$ cat src/rtl/assert_macros.svh
// Assertion helpers shared by the ring buffer RTL.
// Each expects clk and rst_n in scope.
`ifndef ASSERT_MACROS_SVH
`define ASSERT_MACROS_SVH

// Property must hold at every rising clock edge outside reset.
`define ORB_ASSERT(label, prop, msg) \
    label: assert property (@(posedge clk) disable iff (!rst_n) (prop)) \
        else $error(msg);

// Condition must never be seen outside reset.
`define ORB_NEVER(label, cond, msg) \
    `ORB_ASSERT(label, !(cond), msg)

`endif

$ cat src/rtl/orb_pkg.sv
package orb_pkg;

    // Field widths of the beat and config ports
    localparam int KIND_W = 2;
    localparam int POS_W  = 7;
    localparam int VAL_W  = 16;
    localparam int CNT_W  = 7;

    // Defaults for the top-level parameters
    localparam int DEPTH_DEF      = 64;
    localparam int DATA_WIDTH_DEF = 16;

    // Capacity after reset (clamped to DEPTH)
    localparam int CAP_RESET = 64;

    typedef enum logic [KIND_W-1:0] {
        OP_PUT   = 2'd0,
        OP_GET   = 2'd1,
        OP_SET   = 2'd2,
        OP_CLEAR = 2'd3
    } op_kind_t;

    // Controller to datapath commands
    typedef struct packed {
        logic capture;  // latch incoming op
        logic access;   // issue RAM read
        logic commit;   // write back, update pointers, load result
    } orb_cmd_t;

endpackage

$ cat src/rtl/orb_ram.sv
module orb_ram #(
    parameter int WIDTH = 16,
    parameter int DEPTH = 64
) (
    input  logic                     clk,
    input  logic                     we,
    input  logic [$clog2(DEPTH)-1:0] waddr,
    input  logic [WIDTH-1:0]         wdata,
    input  logic                     re,
    input  logic [$clog2(DEPTH)-1:0] raddr,
    output logic [WIDTH-1:0]         rdata
);

    logic [WIDTH-1:0] mem [DEPTH];

    always_ff @(posedge clk)
    begin
        if (we)
        begin
            mem[waddr] <= wdata;
        end
        if (re)
        begin
            rdata <= mem[raddr];
        end
    end

endmodule

$ cat src/rtl/orb_ctrl.sv
`include "assert_macros.svh"

module orb_ctrl (
    input  logic              clk,
    input  logic              rst_n,
    input  logic              op_valid,
    output logic              op_ready,
    output logic              res_valid,
    input  logic              res_ready,
    output orb_pkg::orb_cmd_t cmd
);

    import orb_pkg::*;

    typedef enum logic [1:0] {
        S_IDLE,
        S_ACCESS,
        S_FINISH
    } state_t;

    state_t state_reg;
    state_t state_next;
    logic   res_valid_reg;
    logic   res_valid_next;

    assign op_ready    = (state_reg == S_IDLE);
    assign res_valid   = res_valid_reg;
    assign cmd.capture = op_valid && op_ready;
    assign cmd.access  = (state_reg == S_ACCESS);
    // result slot free, or its beat leaves this cycle
    assign cmd.commit  = (state_reg == S_FINISH) && (!res_valid_reg || res_ready);

    always_comb
    begin
        state_next     = state_reg;
        res_valid_next = res_valid_reg;
        if (res_ready)
        begin
            res_valid_next = 1'b0;
        end
        unique case (state_reg)
            S_IDLE:
            begin
                if (op_valid)
                begin
                    state_next = S_ACCESS;
                end
            end
            S_ACCESS:
            begin
                state_next = S_FINISH;
            end
            S_FINISH:
            begin
                if (cmd.commit)
                begin
                    state_next     = S_IDLE;
                    res_valid_next = 1'b1;
                end
            end
            default:
            begin
                state_next = S_IDLE;
            end
        endcase
    end

    always_ff @(posedge clk or negedge rst_n)
    begin
        if (!rst_n)
        begin
            state_reg     <= S_IDLE;
            res_valid_reg <= 1'b0;
        end
        else
        begin
            state_reg     <= state_next;
            res_valid_reg <= res_valid_next;
        end
    end

    `ORB_ASSERT(a_commit_once, cmd.commit |=> !cmd.commit, "commit repeated for one op")

endmodule

$ cat src/rtl/orb_dp.sv
`include "assert_macros.svh"

module orb_dp #(
    parameter int DEPTH      = orb_pkg::DEPTH_DEF,
    parameter int DATA_WIDTH = orb_pkg::DATA_WIDTH_DEF
) (
    input  logic                       clk,
    input  logic                       rst_n,
    input  orb_pkg::orb_cmd_t          cmd,
    input  logic                       cfg_wr_en,
    input  logic [orb_pkg::CNT_W-1:0]  cfg_wr_data,
    input  logic [orb_pkg::KIND_W-1:0] kind,
    input  logic [orb_pkg::POS_W-1:0]  position,
    input  logic [orb_pkg::VAL_W-1:0]  write_value,
    output logic [orb_pkg::VAL_W-1:0]  read_value,
    output logic                       out_of_range,
    output logic [orb_pkg::CNT_W-1:0]  entry_count,
    output logic                       is_empty
);

    import orb_pkg::*;

    localparam int ADDR_W  = $clog2(DEPTH);
    localparam int SUM_W   = ((ADDR_W > CNT_W) ? ADDR_W : CNT_W) + 1;
    localparam int CAP_RST = (DEPTH < CAP_RESET) ? DEPTH : CAP_RESET;

    // buffer state
    logic [CNT_W-1:0]  cap_reg,    cap_next;
    logic [ADDR_W-1:0] oldest_reg, oldest_next;
    logic [ADDR_W-1:0] newest_reg, newest_next;
    logic [CNT_W-1:0]  count_reg,  count_next;

    // latched op
    op_kind_t          kind_reg;
    logic [POS_W-1:0]  pos_reg;
    logic [VAL_W-1:0]  val_reg;

    // result
    logic [VAL_W-1:0]  rv_reg,  rv_next;
    logic              oor_reg, oor_next;
    logic [CNT_W-1:0]  cnt_reg;
    logic              empty_reg;

    logic [SUM_W-1:0]      cap_ext;
    logic [SUM_W-1:0]      newest_inc;
    logic [SUM_W-1:0]      oldest_inc;
    logic [SUM_W-1:0]      phys_sum;
    logic [ADDR_W-1:0]     newest_adv;
    logic [ADDR_W-1:0]     oldest_adv;
    logic [ADDR_W-1:0]     phys_slot;
    logic [ADDR_W-1:0]     slot;
    logic                  hit;
    logic                  ram_we;
    logic [DATA_WIDTH-1:0] ram_rdata;
    logic [CNT_W-1:0]      cap_clamp;

    // slot arithmetic, wraps at the configured capacity
    assign cap_ext    = SUM_W'(cap_reg);
    assign newest_inc = SUM_W'(newest_reg) + SUM_W'(1);
    assign oldest_inc = SUM_W'(oldest_reg) + SUM_W'(1);
    assign newest_adv = (newest_inc >= cap_ext) ? '0 : ADDR_W'(newest_inc);
    assign oldest_adv = (oldest_inc >= cap_ext) ? '0 : ADDR_W'(oldest_inc);
    assign phys_sum   = SUM_W'(oldest_reg) + SUM_W'(pos_reg);
    assign phys_slot  = (phys_sum >= cap_ext) ? ADDR_W'(phys_sum - cap_ext)
                                              : ADDR_W'(phys_sum);
    assign hit        = (pos_reg < count_reg);

    // put on empty reuses newest slot
    assign slot = (kind_reg == OP_PUT)
                ? ((count_reg != '0) ? newest_adv : newest_reg)
                : phys_slot;

    always_comb
    begin
        cap_clamp = cfg_wr_data;
        if (cfg_wr_data == '0)
        begin
            cap_clamp = CNT_W'(1);
        end
        else if (32'(cfg_wr_data) > DEPTH)
        begin
            cap_clamp = CNT_W'(DEPTH);
        end
    end

    always_comb
    begin
        cap_next    = cap_reg;
        oldest_next = oldest_reg;
        newest_next = newest_reg;
        count_next  = count_reg;
        ram_we      = 1'b0;
        rv_next     = '0;
        oor_next    = 1'b0;
        unique case (kind_reg)
            OP_PUT:
            begin
                ram_we      = cmd.commit;
                newest_next = slot;
                if (count_reg != '0)
                begin
                    if (newest_adv == oldest_reg)
                    begin
                        oldest_next = oldest_adv;   // full: drop oldest
                    end
                    else
                    begin
                        count_next = count_reg + CNT_W'(1);
                    end
                end
                else
                begin
                    count_next = CNT_W'(1);
                end
            end
            OP_GET, OP_SET:
            begin
                ram_we   = cmd.commit && hit && (kind_reg == OP_SET);
                rv_next  = hit ? VAL_W'(ram_rdata) : '0;
                oor_next = !hit;
            end
            OP_CLEAR:
            begin
                oldest_next = '0;
                newest_next = '0;
                count_next  = '0;
            end
            default:
            begin
                count_next = count_reg;
            end
        endcase
        if (!cmd.commit)
        begin
            oldest_next = oldest_reg;
            newest_next = newest_reg;
            count_next  = count_reg;
        end
        if (cfg_wr_en)
        begin
            cap_next    = cap_clamp;
            oldest_next = '0;
            newest_next = '0;
            count_next  = '0;
        end
    end

    always_ff @(posedge clk or negedge rst_n)
    begin
        if (!rst_n)
        begin
            cap_reg    <= CNT_W'(CAP_RST);
            oldest_reg <= '0;
            newest_reg <= '0;
            count_reg  <= '0;
        end
        else
        begin
            cap_reg    <= cap_next;
            oldest_reg <= oldest_next;
            newest_reg <= newest_next;
            count_reg  <= count_next;
        end
    end

    always_ff @(posedge clk)
    begin
        if (cmd.capture)
        begin
            kind_reg <= op_kind_t'(kind);
            pos_reg  <= position;
            val_reg  <= write_value;
        end
        if (cmd.commit)
        begin
            rv_reg    <= rv_next;
            oor_reg   <= oor_next;
            cnt_reg   <= count_next;
            empty_reg <= (count_next == '0);
        end
    end

    orb_ram #(
        .WIDTH (DATA_WIDTH),
        .DEPTH (DEPTH)
    ) u_ram (
        .clk   (clk),
        .we    (ram_we),
        .waddr (slot),
        .wdata (DATA_WIDTH'(val_reg)),
        .re    (cmd.access),
        .raddr (slot),
        .rdata (ram_rdata)
    );

    assign read_value   = rv_reg;
    assign out_of_range = oor_reg;
    assign entry_count  = cnt_reg;
    assign is_empty     = empty_reg;

    `ORB_NEVER(a_count_le_cap, count_reg > cap_reg, "entry count above capacity")
    `ORB_ASSERT(a_ptrs_in_cap,
        (SUM_W'(oldest_reg) < cap_ext) && (SUM_W'(newest_reg) < cap_ext),
        "slot pointer beyond capacity")
    `ORB_ASSERT(a_empty_ptrs, (count_reg == '0) |-> (oldest_reg == '0 && newest_reg == '0),
        "empty buffer with moved pointers")

endmodule

$ cat src/rtl/overwriting_ring_buffer.sv
// Overwriting ring buffer: put / get / set / clear on a RAM-backed circular store.
// Each op steps through accept, RAM read and write-back, and the next op is accepted
//   only after the previous one is written back; it is taken even while that result waits.
// Reset (rst_n, async low): buffer empty, pointers zero, capacity min(64, DEPTH);
//   RAM contents are not cleared, only written entries are ever read.
module overwriting_ring_buffer #(
    parameter int DEPTH      = orb_pkg::DEPTH_DEF,
    parameter int DATA_WIDTH = orb_pkg::DATA_WIDTH_DEF
) (
    input  logic                       clk,
    input  logic                       rst_n,
    // config: capacity, any write also empties the buffer
    input  logic                       cfg_wr_en,
    input  logic [orb_pkg::CNT_W-1:0]  cfg_wr_data,
    // op channel
    input  logic                       op_valid,
    output logic                       op_ready,
    input  logic [orb_pkg::KIND_W-1:0] kind,
    input  logic [orb_pkg::POS_W-1:0]  position,
    input  logic [orb_pkg::VAL_W-1:0]  write_value,
    // result channel
    output logic                       res_valid,
    input  logic                       res_ready,
    output logic [orb_pkg::VAL_W-1:0]  read_value,
    output logic                       out_of_range,
    output logic [orb_pkg::CNT_W-1:0]  entry_count,
    output logic                       is_empty
);

    import orb_pkg::*;

    // Controller sequences each beat through three states and owns the
    // result valid flag; the datapath holds pointers, count, RAM and the
    // result payload register.
    orb_cmd_t cmd;

    orb_ctrl u_ctrl (
        .clk       (clk),
        .rst_n     (rst_n),
        .op_valid  (op_valid),
        .op_ready  (op_ready),
        .res_valid (res_valid),
        .res_ready (res_ready),
        .cmd       (cmd)
    );

    // Datapath: logical index -> physical slot wraps at the capacity, so the
    // RAM address is oldest + position, less capacity once on overflow.
    orb_dp #(
        .DEPTH      (DEPTH),
        .DATA_WIDTH (DATA_WIDTH)
    ) u_dp (
        .clk          (clk),
        .rst_n        (rst_n),
        .cmd          (cmd),
        .cfg_wr_en    (cfg_wr_en),
        .cfg_wr_data  (cfg_wr_data),
        .kind         (kind),
        .position     (position),
        .write_value  (write_value),
        .read_value   (read_value),
        .out_of_range (out_of_range),
        .entry_count  (entry_count),
        .is_empty     (is_empty)
    );

endmodule
$ cat config.mk
export PLATFORM = sky130hd
export DESIGN_NAME = overwriting_ring_buffer
export DESIGN_NICKNAME = d
export VERILOG_FILES = /design/src/rtl/orb_pkg.sv /design/src/rtl/orb_ram.sv /design/src/rtl/orb_ctrl.sv /design/src/rtl/orb_dp.sv /design/src/rtl/overwriting_ring_buffer.sv
export VERILOG_INCLUDE_DIRS = /design/src /design/src/rtl
export SDC_FILE = /design/constraint.sdc
export NUM_CORES = 1
export LEC_CHECK = 0
export BUFFER_PORTS_ARGS = -buffer_cell sky130_fd_sc_hd__buf_2
export CELL_PAD_IN_SITES_DETAIL_PLACEMENT = 1
export CELL_PAD_IN_SITES_GLOBAL_PLACEMENT = 1
export CORE_ASPECT_RATIO = 0.9
export CORE_UTILIZATION = 40
export DETAILED_ROUTE_END_ITERATION = 7
export PLACE_DENSITY = 0.62
export SYNTH_ARGS = -nofsm -noshare
export SYNTH_HDL_FRONTEND = slang
export SYNTH_HIERARCHICAL = 1
export SYNTH_SLANG_ARGS = --single-unit
$ cat constraint.sdc
create_clock -name clk -period 10.8 [get_ports clk]
set_input_delay 2.16 -clock clk [delete_from_list [all_inputs] [get_ports clk]]
set_output_delay 2.16 -clock clk [all_outputs]
set_load 0.01 [all_outputs]
==> summary.md, run 1 <==
| Metric | Value |
|---|---|
| TritonCTS clock tree | `built` |
| Max FFs per register | `1,024` |
| Core region area | `roughly 0.11 mm^2` |
| ANT cells | `0` |
| Worst R2R End | `u_dp/u_ram/rdata[11]$_DFFE_PP_` |
| Placed Cells incl. Taps | `between 3,000 and 4,000` |
| FP Rows | `~120` |
| Setup crit end kind | `flip-flop` |
| Clk buf depth | `3` |
| Min Tclk post-route | `approximately 7 ns` |
| Crit Path Max Fanout | `93` |
| Netlist Area Pre-Place | `between 0.04 and 0.05 mm^2` |
| Postcts setup bufs | `0` |
| Layout cells sized above 1 | `24.8%` |
| I/O Pins | `64` |
| Die ar. | `0.113 mm^2` |
| DRC viols | `0` |
| Register area share after synthesis | `around 75%` |
| Ys Warns | `6` |
| IO buf count | `63` |
| Crit share post-route | `66.0%` |
| Hold depth | `2` |
| Min-delay src | `u_ctrl/res_valid$_DFF_PN0_` |
| Pleak | `about 16 nW` |
| Biggest register | `u_dp/u_ram/mem` |
| Critical Path Start Type | `flip-flop` |
| # resized after CTS | `0` |
| Die Wd | `about 350 um` |
| Clock skew | `around 0.025 ns` |
| Global-route wire length before repair | `174,000 um` |
| Arrival time at the worst endpoint | `7.51 ns` |
| # hold bufs at CTS | `0` |
| Vias in the first global route | `between 20,000 and 25,000` |
| DR WL/cell | `~30 um` |
| Max-cap violations | `0` |
| Reg2Reg Depth | `19` |
| Synth unique cells | `74` |
| WL final | `between 100,000 and 150,000 um` |
| Reg2reg start | `u_dp/oldest_reg[0]$_DFFE_PN0P_` |
| Synth Instances | `2,237` |
| Worst Hold End | `u_ctrl/res_valid$_DFF_PN0_` |
| Root Buffer Master | `clkbuf_16` |
| Slew Limit Fails | `0` |
| Post-synth ARST share | `about 2.6%` |
| Grt total ovfl | `0` |
| Flop2flop setup slack | `about 3.7 ns` |
| Most used DFF post-synth | `edfxtp_1` |
| Worst min-delay path category | `reg -> reg` |
| Vias/cell | `5.77` |
| TNS Setup | `0 ns` |
| RSZ-0062 raised after global routing | `no` |
| Largest net degree at the start of global routing | `102` |
| Initial antenna violation count | `8` |
| Die height | `between 300 and 400 um` |
| Total CTS buffers | `113` |
| Crit Path Class | `reg -> reg` |
| 1st-iter DRT viols | `2,393` |
| Worst-skew pair later-pin latency | `around 0.70 ns` |
| DP Wirelength | `between 70,000 and 80,000 um` |
| GPL Wtd Cong | `0.850` |
| H-Tree Depth | `3` |
| Final Net Count | `between 2,000 and 2,500` |
| DR vias | `~23,000` |
| Initial Util | `between 40% and 50%` |
| #FFs+latches synth | `1,119` |
| Post-route non-filler standard cell count | `3,949` |
| Required @ worst endpoint | `around 11 ns` |
| Peak supply drop | `between 0.15 and 0.2 mV` |
| Total GRT Usage | `between 20% and 30%` |
| Clock transition at path regs | `0.06 ns` |
| Syn-to-layout area delta | `13.3%` |
| Clk sink count | `~1,100` |
| Fmax | `0.140 GHz` |
| Number of iterations in the first detailed-routing pass | `5` |
| Slew headroom | `roughly 16%` |
| Status | `completed` |
| Avg Cell Area, Syn | `20.0 um^2` |
| Post-Syn Nets | `roughly 2,300` |
| Routed Antenna Nets | `0` |
| Final Hold Vio Count | `0` |
| Pwr per Cell Area | `roughly 230 mW/mm^2` |
| Post-synth EDFFs | `between 1,000 and 1,500` |
| Worst slew pin tran | `roughly 1.3 ns` |
| Final setup fails | `0` |
[worst max-delay path by stage]
stage	to	slack, ns	start
after floorplan	u_dp/u_ram/mem[48][0]$_DFFE_PP_	4.72	res_ready
after global placement	u_dp/u_ram/rdata[11]$_DFFE_PP_	3.71	u_dp/oldest_reg[0]$_DFFE_PN0P_
after detailed placement	u_dp/u_ram/rdata[11]$_DFFE_PP_	3.85	u_dp/oldest_reg[0]$_DFFE_PN0P_
after CTS	u_dp/u_ram/rdata[11]$_DFFE_PP_	3.81	u_dp/oldest_reg[0]$_DFFE_PN0P_
after global routing	u_dp/u_ram/rdata[4]$_DFFE_PP_	3.40	u_dp/oldest_reg[0]$_DFFE_PN0P_
final	u_dp/u_ram/rdata[11]$_DFFE_PP_	3.68	u_dp/oldest_reg[0]$_DFFE_PN0P_
[power by group]
group / total, mW / internal (mW) / leakage, nW / switching (mW)
clock network: 3.98 / 2.31 / 1.83 / 1.67
logic: 2.84 / 1.07 / 4.17 / 1.77
registers: 5.02 / 4.96 / 10.2 / 0.0604
total: 11.8 / 8.35 / 16.2 / 3.50
[metal layers]
metal	wire length [um]	up-vias	global-route usage, %
met5	39	-	0
met4	2540	6	5.09
met3	7690	164	2.92
met2	55800	819	33.2
met1	54000	12300	31.9
li1	-	9499	-
[logic make-up (layout without fill, tap and decap cells)]
family,after synthesis,in the layout,share of synthesized area [%]
adder cells (fa/ha/maj),42,42,1.21
flip-flops,1119,1119,74.8
XOR/XNOR,19,19,0.414
AND/OR/NAND/NOR,345,345,3.89
buffers and inverters,145,395,2.00
multiplexers,342,342,14.0
AO/OA/AOI/OAI,225,225,3.59
[synth_stat cells, types with 20 or more instances]
| cell | n | area (um^2) |
|---|---|---|
| and3_1 | 20 | 125 |
| nand2_1 | 92 | 345 |
| mux2i_1 | 88 | 881 |
| a21oi_1 | 37 | 185 |
| buf_2 | 37 | 185 |
| ha_1 | 40 | 500 |
| nor2b_1 | 36 | 225 |
| nand3_1 | 33 | 165 |
| inv_1 | 26 | 97.6 |
| nor2_1 | 91 | 342 |
| dfrtp_1 | 28 | 701 |
| edfxtp_1 | 1090 | 32700 |
| mux2_2 | 30 | 338 |
| clkbuf_1 | 36 | 135 |
| mux4_2 | 220 | 4950 |
| a22oi_1 | 43 | 323 |
| o21ai_0 | 25 | 125 |
[worst max-delay path, cell delays in order, from the launching register on]
cell,delay [ns]
dfrtp_1,0.50
ha_1,0.29
fa_1,0.41
xor2_1,0.35
ha_1,0.36
and3_1,0.20
a31oi_1,0.17
o21ai_0,0.12
a21o_1,0.18
a221oi_1,0.25
buf_4,0.23
nand2_1,0.06
o21ai_0,0.13
mux2_8,0.70
buf_12,0.56
mux4_2,0.61
mux2i_1,0.31
a22oi_1,0.19
a31oi_1,0.73
a311oi_1,0.11
[cell type report]
type / count / area [um^2]
clock buffer: 131 / 2920
clock inverter: 82 / 837
fill: 10200 / 59400
inverter: 26 / 97.6
multi-input combinational: 973 / 10500
sequential: 1119 / 33500
tap: 1462 / 1830
timing repair buffer: 156 / 1050
[per-stage QoR]
step	hold WS [ns]	util (%)	area, um^2	setup slack [ns]	total power, mW
after floorplan	0.524	-	44700	4.72	7.03
after global placement	0.501	42.6	46900	3.71	7.94
after detailed placement	0.535	42.6	46900	3.85	7.97
after CTS	0.549	46.0	50700	3.81	11.9
after global routing	0.595	46.0	50700	3.40	12.2
final	0.548	46.0	50700	3.68	11.8
[cells in the final DEF (no fill, tap or decap), types with 7 or more instances in the layout]
master / count
a21oi_1: 34
nor2_1: 80
clkbuf_16: 114
o22ai_1: 7
a311oi_1: 8
nand2b_1: 12
mux4_2: 220
clkinv_1: 30
nor2b_1: 32
mux2i_1: 88
nand2_1: 92
bufinv_16: 16
nand3_1: 33
clkinv_2: 23
nor2_2: 14
inv_1: 26
a21o_1: 9
nand4_1: 13
dfrtp_1: 28
xnor2_1: 14
a22oi_1: 43
and3_1: 20
buf_4: 90
a211oi_1: 12
a221oi_1: 17
a31oi_1: 10
a22o_1: 12
mux2_2: 29
ha_1: 40
clkbuf_1: 17
buf_2: 63
o21ai_0: 23
edfxtp_1: 1090
a211o_1: 10
No activity file was read; power rests on OpenSTA's default activity.
==> inputs of run 2 (changes only) <==
--- a/config.mk
+++ b/config.mk
@@ -12,7 +12,7 @@
 export CORE_ASPECT_RATIO = 0.9
 export CORE_UTILIZATION = 40
 export DETAILED_ROUTE_END_ITERATION = 7
-export PLACE_DENSITY = 0.62
+export PLACE_DENSITY = 0.65
 export SYNTH_ARGS = -nofsm -noshare
 export SYNTH_HDL_FRONTEND = slang
 export SYNTH_HIERARCHICAL = 1
==> constraint.sdc (replaced) <==
create_clock -name clk -period 6 [get_ports clk]
set_input_delay 1.2 -clock clk [delete_from_list [all_inputs] [get_ports clk]]
set_output_delay 1.2 -clock clk [all_outputs]
set_load 0.01 [all_outputs]
==> summary.md, run 2 (synthesized netlist as in run 1, its figures left out) <==
| Metric | Value |
|---|---|
| Worst-skew pair later-pin latency | `around 0.72 ns` |
| Max-cap violations | `0` |
| Min Tclk post-route | `around 5.7 ns` |
| Peak supply drop | `0.264 mV` |
| Final Hold Vio Count | `0` |
| Fmax | `roughly 0.18 GHz` |
| Switch Pwr | `between 6 and 7 mW` |
| Grt total ovfl | `0` |
| Clock skew | `0.0363 ns` |
| Sequential power share | `approximately two fifths` |
| Arrival time at the worst endpoint | `6.07 ns` |
| Clock network power share | `approximately 32%` |
| Syn-to-layout area delta | `15.5%` |
| GPL Wtd Cong | `approximately 0.84` |
| Worst min-delay path category | `reg -> reg` |
| Crit share post-route | `between 90% and 100%` |
| Pleak | `~17 nW` |
| Pwr per Cell Area | `421 mW/mm^2` |
| Worst slew pin tran | `approximately 1.2 ns` |
| Clock transition at path regs | `0.06 ns` |
| Vias/cell | `5.74` |
| Number of iterations in the first detailed-routing pass | `5` |
| Commonest non-fill, non-tap cell in the layout | `edfxtp_1` |
| Vias in the first global route | `between 20,000 and 25,000` |
| Biggest register | `u_dp/u_ram/mem` |
| DR WL/cell | `~29 um` |
| Combinational share of power | `about a quarter` |
| Critical Path Start Type | `flip-flop` |
| Total CTS buffers | `110` |
| Net Sw Frac | `slightly below 30%` |
| Routed Antenna Nets | `0` |
| H-Tree Depth | `3` |
| Core region area | `around 0.11 mm^2` |
| Initial antenna violation count | `10` |
| Min Hold Slack | `0.544 ns` |
| Reg area | `about 0.033 mm^2` |
| Placement-stage cell area | `0.0478 mm^2` |
| Total GRT Usage | `20.8%` |
| Global-route wire length before repair | `between 150,000 and 200,000 um` |
| RSZ-0062 raised after global routing | `no` |
| Crit Path Max Fanout | `23` |
| Final Util | `between 40% and 50%` |
| I/O Pins | `64` |
| Status | `completed` |
| 1st-iter DRT viols | `roughly 2,800` |
| Most frequent cells in the layout | `edfxtp_1 (1,090), mux4_2 (220), buf_4 (168), clkbuf_16 (113), nand2_1 (92)` |
| Internal power | `about 15 mW` |
| DP Wirelength | `between 70,000 and 80,000 um` |
| Layout cells sized above 1 | `about 28%` |
| Crit Path Class | `reg -> reg` |
| Required @ worst endpoint | `~6.4 ns` |
| Setup crit end kind | `flip-flop` |
| Power Total | `between 20 and 25 mW` |
| Clk buf depth | `3` |
| Die ar. | `approximately 0.11 mm^2` |
| Post-place setup slack | `-0.435 ns` |
| Slew Limit Fails | `0` |
| FP Rows | `approximately 120` |
| Largest net degree at the start of global routing | `65` |
| Die Wd | `roughly 350 um` |
| Final WS setup | `0.345 ns` |
| Slew headroom | `17.2%` |
| Initial Util | `approximately two fifths` |
| # hold bufs at CTS | `0` |
| DRC viols | `0` |
| WL final | `about 120,000 um` |
| Root Buffer Master | `clkbuf_16` |
| Die height | `between 300 and 400 um` |
| Fin area | `0.0516 mm^2` |
| Filler cells | `~10,000` |
| Clk sink count | `1,119` |
| Area of the multi-input gates | `approximately 0.011 mm^2` |
| IO buf count | `63` |
| Max FFs per register | `about 1,000` |
| Final Net Count | `2,565` |
| DR vias | `23,200` |
| Final setup fails | `0` |
| TritonCTS clock tree | `built` |
## run 2: critical path, cell delays in order (launching register included)
cell and delay, ns:
edfxtp_1 0.39, ha_1 0.23, fa_1 0.44, a21oi_1 0.16
nor2_1 0.06, nor2_1 0.16, xnor2_1 0.18, ha_1 0.30
a31oi_1 0.16, o21ai_0 0.10, a21o_1 0.21, a221oi_4 0.29
nand2_1 0.11, o21ai_0 0.15, mux2_8 0.30, buf_12 0.29
buf_4 0.33, mux4_2 0.54, mux2_2 0.31, a221oi_4 0.50
a311oi_1 0.10
## run 2: area by class of cell
cell class / instances / share of cell area, %
diodes: 1 / 0.00485
flip-flops and latches: 1119 / 64.8
repair buffers: 256 / 4.01
clock inverters: 69 / 1.46
well taps: 1462 / 3.54
inverters: 26 / 0.189
clock buffers: 132 / 5.59
multi-input cells: 973 / 20.4
## run 2: power groups by stage
| stage | sequential [mW] | clock [mW] | combinational, mW |
|---|---|---|---|
| 6_report | 9.01 | 7.00 | 5.72 |
| 5_1_grt | 9.01 | 7.38 | 6.04 |
| 4_1_cts | 9.01 | 7.14 | 5.66 |
| 3_5_place_dp | 9.17 | 0 | 5.58 |
| 3_3_place_gp | 9.17 | 0 | 5.47 |
| 2_1_floorplan | 9.28 | 0 | 3.38 |
## run 2: metal layers
metal	part of all wire, %	track usage (%)
met1	44	30.2
met2	47	32.4
met3	7.3	4.13
met4	2.1	5.10
met5	0.033	0
## run 2: repair_timing
action                     CTS  global route
pin swaps                    0             3
buffers inserted             3             2
gates resized for setup      7            14
setup endpoints to repair    5           492
gates cloned                 0             2
## run 2: path summary, 6_finish.rpt
kind	depth (start not counted)	end	slack, ns	startpoint
setup / recovery	20	u_dp/u_ram/rdata[9]$_DFFE_PP_	0.35	u_dp/pos_reg[0]$_DFFE_PP_
hold / removal	2	u_ctrl/res_valid$_DFF_PN0_	0.54	u_ctrl/res_valid$_DFF_PN0_
setup reg to reg	20	u_dp/u_ram/rdata[9]$_DFFE_PP_	0.35	u_dp/pos_reg[0]$_DFFE_PP_
hold reg to reg	2	u_ctrl/res_valid$_DFF_PN0_	0.54	u_ctrl/res_valid$_DFF_PN0_
max in group asynchronous	1	u_dp/newest_reg[2]$_DFFE_PN0P_	4.91	rst_n
min in group asynchronous	1	u_dp/cap_reg[5]$_DFFE_PN0P_	0.56	rst_n
## run 2: metrics by stage
stage	cells	setup TNS [ns]
after floorplan	2237	0
after global placement	3829	-1.26
after detailed placement	3829	-1.39
after CTS	4033	0
after global routing	4037	0
final	4038	0
